`config.mk`:
```
export PLATFORM = sky130hd
export DESIGN_NAME = sercp_queue
export DESIGN_NICKNAME = d
export VERILOG_FILES = /design/src/rtl/core/sercp_pkg.sv /design/src/rtl/core/sercp_queue.sv
export SDC_FILE = /design/constraint.sdc
export NUM_CORES = 1
export LEC_CHECK = 0
export ABC_AREA = 0
export BUFFER_PORTS_ARGS = -buffer_cell sky130_fd_sc_hd__buf_2
export CORE_MARGIN = 2
export CORE_UTILIZATION = 30
export DETAILED_ROUTE_END_ITERATION = 10
export HOLD_SLACK_MARGIN = 0.08
export PLACE_DENSITY = 0.59
export RECOVER_POWER = 25
export SYNTH_ARGS = -nofsm -noshare
export SYNTH_HDL_FRONTEND = slang
export SYNTH_SLANG_ARGS = --single-unit
```
`constraint.sdc`:
```
create_clock -name clk -period 2.88 [get_ports clk]
set_clock_uncertainty 0.2 [all_clocks]
set_input_delay 0.288 -clock clk [delete_from_list [all_inputs] [get_ports clk]]
set_output_delay 0.288 -clock clk [all_outputs]
set_load 0.005 [all_outputs]
```
`src/rtl/core/sercp_pkg.sv`:
```
// Shared types and constants for the serial receive character processor.
// Used by the channel interfaces, the front, queue, back and top level.
package sercp_pkg;

  localparam int BYTE_W     = 8;
  localparam int CHAR_W     = 7;
  localparam int CFG_DATA_W = 32;
  localparam int CFG_ADDR_W = 4;
  localparam int QDEPTH_DEF = 2;

  // register indexes (word address bits)
  localparam logic [1:0] REG_MODE  = 2'd0;
  localparam logic [1:0] REG_START = 2'd1;
  localparam logic [1:0] REG_STOP  = 2'd2;

  // bit positions in the mode register
  localparam int F_IXON   = 0;
  localparam int F_IXANY  = 1;
  localparam int F_ISTRIP = 2;
  localparam int F_PARMRK = 3;
  localparam int F_INPCK  = 4;
  localparam int F_IGNPAR = 5;
  localparam int F_IGNBRK = 6;
  localparam int F_BRKINT = 7;

  localparam logic [BYTE_W-1:0] MARK_BYTE = 8'hFF;
  localparam logic [CHAR_W-1:0] START_RST = 7'd17;
  localparam logic [CHAR_W-1:0] STOP_RST  = 7'd19;

  typedef enum logic [1:0] {
    FLOW_NONE    = 2'd0,
    FLOW_RESUME  = 2'd1,
    FLOW_SUSPEND = 2'd2
  } flow_t;

  typedef struct packed {
    logic [BYTE_W-1:0] mode;
    logic [CHAR_W-1:0] start_ch;
    logic [CHAR_W-1:0] stop_ch;
  } cfg_t;

  // one classified input: up to three bytes to emit
  typedef struct packed {
    logic [2:0][BYTE_W-1:0] bytes;
    logic [1:0]             last_idx;
    logic                   bvalid;
    logic                   brk;
    flow_t                  flow;
    logic                   stopped;
  } entry_t;

  typedef struct packed {
    logic [BYTE_W-1:0] out_byte;
    logic              byte_valid;
    logic              last;
    logic              brk;
    flow_t             flow;
    logic              stopped;
  } item_t;

endpackage

```
`src/rtl/core/sercp_queue.sv`:
```
// Short register queue of classified entries between front and back.
// Depends on sercp_pkg for the entry type.
module sercp_queue import sercp_pkg::*; #(
  parameter int DEPTH = QDEPTH_DEF
) (
  input  logic   clk,
  input  logic   rst_n,
  input  logic   push,
  input  entry_t push_entry,
  input  logic   pop,
  output entry_t head,
  output logic   empty,
  output logic   full
);

  localparam int PTR_W = (DEPTH > 1) ? $clog2(DEPTH) : 1;
  localparam int CNT_W = $clog2(DEPTH + 1);

  entry_t mem_r [DEPTH];
  logic [PTR_W-1:0] wr_ptr_r, wr_ptr_nxt, rd_ptr_r, rd_ptr_nxt;
  logic [CNT_W-1:0] count_r, count_nxt;

  function automatic logic [PTR_W-1:0] bump(input logic [PTR_W-1:0] p);
    return (p == PTR_W'(DEPTH - 1)) ? '0 : p + 1'b1;
  endfunction

  assign empty = (count_r == '0);
  assign full  = (count_r == CNT_W'(DEPTH));
  assign head  = mem_r[rd_ptr_r];

  always_comb begin
    wr_ptr_nxt = push ? bump(wr_ptr_r) : wr_ptr_r;
    rd_ptr_nxt = pop  ? bump(rd_ptr_r) : rd_ptr_r;
    count_nxt  = count_r;
    if (push && !pop) begin
      count_nxt = count_r + 1'b1;
    end else if (pop && !push) begin
      count_nxt = count_r - 1'b1;
    end
  end

  always_ff @(posedge clk) begin
    if (!rst_n) begin
      wr_ptr_r <= '0;
      rd_ptr_r <= '0;
      count_r  <= '0;
    end else begin
      wr_ptr_r <= wr_ptr_nxt;
      rd_ptr_r <= rd_ptr_nxt;
      count_r  <= count_nxt;
    end
  end

  always_ff @(posedge clk) begin
    if (push) begin
      mem_r[wr_ptr_r] <= push_entry;
    end
  end

`ifndef SYNTHESIS
  a_no_overflow: assert property (@(posedge clk) disable iff (!rst_n)
    !(push && full && !pop))
    else $error("queue push while full");
  a_no_underflow: assert property (@(posedge clk) disable iff (!rst_n)
    !(pop && empty))
    else $error("queue pop while empty");
  a_count_bound: assert property (@(posedge clk) disable iff (!rst_n)
    count_r <= CNT_W'(DEPTH))
    else $error("queue count beyond depth");
`endif

endmodule

```
==> out/metrics.csv <==
metric,value,unit
Final Util,0.438,
num rows,32,
routability cong.,0.707,
"delay-heaviest family, CP",flip-flops,
Crit. End Element,output pin,
maximum vdd drop,212,uV
number of synthesized register bits,67,
Static Leak,0.00126,uW
Comb pwr share,0.113,
fmax,465,MHz
slew margin rel.,0.703,
"Seq/Total Area, Yosys",0.802,
Worst-Margin Slew,0.445,ns
wire length per cell,13.7,um
DIE WIDTH,94.3,um
Fin Setup TNS,0,ns
Net Switching,440,uW
max incr delay on CP,0.59,ns
setup ws final,0.728,ns
Final setup viols,0,
Die ar.,0.00889,mm^2
Synth Net Count,154,
largest net degree at the start of global routing,32,
PortBufs,67,
"Arr. time, crit path",1.66,ns
# H-tree levels,3,
Min-Delay Path Class,input pin to register,
run status,finished clean,
I/O pins,68,
Tot GR Track Use,0.114,
Final ANT Viol Nets,0,
P per Cell Area,612,mW/mm^2
starting density of the core,0.313,
Finished Layout Cells,335,
RSZ-0062 raised after global routing,false,
Power Internal,1650,uW
starting DRC count in detailed routing,41,
Die Span Y,94.3,um
number of gates resized after cts,0,
Antenna Cells,0,
period utilization,0.747,
post-DP HPWL,2.82,mm
worst path buffer plus inverter count,2,
WP depth,3,
syn avg cell area,20.7,um^2
total clock buffers created by CTS,9,
WL met2,2.30,mm
worst skew pair latency,0.32,ns
share of cells above drive strength 1,0.425,
Clock Tree Buf Depth,2,
Worst Setup EP,head[18],
Worst R2R Start,wr_ptr_r,
TritonCTS clock tree,done,
"setup slack, reg-to-reg",1.42,ns
pre-CTS WS,1.06,ns
clock root buffer,clkbuf_8,
Synth Cell Area,0.00244,mm^2
register area,0.00196,mm^2
Area growth syn-to-layout,39.8,%
area occupied by multi-input gates,472,um^2
Max Transition Viols Final,0,
MaxCap Viol Count,0,
vias in the first global route,1509,
Core ar.,0.00781,mm^2
worst path required time,2.39,ns
"Net count, final",264,
final hold vios,0,
via count,1407,
clk sinks,67,
Worst R2R End,mem_r[1][23],
first-pass GRT wire length,7.26,mm
DR pass1 iterations,4,
vias per cell,4.20,
Worst path slowest cell,dfxtp_1,
Net Sw Frac,0.210,
GRT Residual Overflow,0,
initial antenna violation count,0,
R2R depth,2,
YS warnings,0,
cells after synthesis,118,
WS Path Type,register to output pin,
Layout fillers,723,
minimum clock period,2.15,ns
placed cell count,287,
clock transition at the registers of the reported paths,0.06,ns
Setup crit start kind,register,
post-route DRC violation count,0,
Reg power frac,0.546,
worst path cell trace,"buf_12, mux2_2, buf_2",
CP Max Fanout,23,
clock power share,0.341,
top sig layer,met4,
"Distinct cells, synth",16,
final WL,4.58,mm
met3 wire length,266,um
Metal-1 WL,1.93,mm
through the flow:
step / hold slack [ns] / cell area (um^2) / total power [uW]
global route: 0.105 / 3420 / 2200
floorplan: 0.187 / 2440 / 1270
finish: 0.117 / 3420 / 2090
CTS: 0.0997 / 3440 / 2140
global placement: 0.276 / 2940 / 1370
detailed placement: 0.279 / 2940 / 1370
Yosys cell counts:
library cell / count / share of area
mux2_2: 31 / 0.14
nor2_1: 1 / 0.0015
dfxtp_1: 5 / 0.041
or3_1: 1 / 0.0026
inv_1: 1 / 0.0015
nor2b_1: 2 / 0.0051
o21a_1: 1 / 0.0031
and2_1: 4 / 0.010
and2b_2: 1 / 0.0036
o21ai_0: 1 / 0.0020
xor2_1: 2 / 0.0072
xnor2_1: 1 / 0.0036
edfxtp_1: 62 / 0.76
a21boi_1: 1 / 0.0031
ha_1: 1 / 0.0051
buf_2: 3 / 0.0061
power by group through the flow:
stage / combinational, uW / clock, uW / sequential [uW]
3_5_place_dp: 209 / 0 / 1160
4_1_cts: 246 / 746 / 1140
2_1_floorplan: 111 / 0 / 1160
3_3_place_gp: 209 / 0 / 1160
5_1_grt: 261 / 795 / 1150
6_report: 236 / 715 / 1140
state kept, by name, summed over array words and instances, names as in the netlist, named ones only:
name      cells
count_r       2
wr_ptr_r      1
mem_r        62
rd_ptr_r      1
layer usage:
| layer | GRT usage | vias to the layer above |
|---|---|---|
| met5 | 0 | - |
| met4 | 0.0725 | 0 |
| met3 | 0.0345 | 6 |
| met2 | 0.192 | 48 |
| met1 | 0.126 | 679 |
| li1 | - | 674 |
worst min path at each step:
stage | end | slack, ns | depth (start not counted) | start
2_1_floorplan | mem_r[0][0] | 0.19 | 0 | push_entry[0]
3_3_place_gp | mem_r[0][27] | 0.28 | 1 | push_entry[27]
3_5_place_dp | mem_r[0][1] | 0.28 | 1 | push_entry[1]
4_1_cts | rd_ptr_r | 0.1 | 3 | pop
5_1_grt | rd_ptr_r | 0.11 | 3 | pop
6_report | rd_ptr_r | 0.12 | 3 | pop
area by class of cell:
class	count	area share
flip-flops and latches	67	0.574
repair buffers	102	0.196
multi-input cells	47	0.138
clock buffers	10	0.0373
well taps	102	0.0373
clock inverters	6	0.0165
inverters	1	0.00110
worst reg2reg max path: cells and delay by family, from the launching register on:
| family | cells | cell delay (ns) |
|---|---|---|
| buffers and inverters | 1 | 0.39 |
| and+or+nand+nor | 1 | 0.14 |
| DFF | 1 | 0.38 |
cells by family (layout without fill, tap and decap cells):
group,count (synthesis),in the layout,synth area share
flip-flops,67,67,0.802
multiplexers,31,31,0.143
AO/OA/AOI/OAI,3,3,0.00819
AND/OR/NAND/NOR,9,9,0.0230
buffers and inverters,4,119,0.00767
XOR/XNOR,3,3,0.0107
adder cells (fa/ha/maj),1,1,0.00512
cells in the final DEF, fill, tap and decap left out, types with 2 or more instances in the layout:
master and n:
and2_1 4, buf_2 48, buf_4 2, clkbuf_1 19, clkbuf_8 9, clkinv_2 3, dfxtp_1 5, dlygate4sd3_1 32
edfxtp_1 62, mux2_2 31, xor2_1 2
repair_timing:
item	CTS	global route
hold endpoints to repair	67	0
setup buffers	0	0
hold buffers	32	0
(Power assumes the default switching activity.)
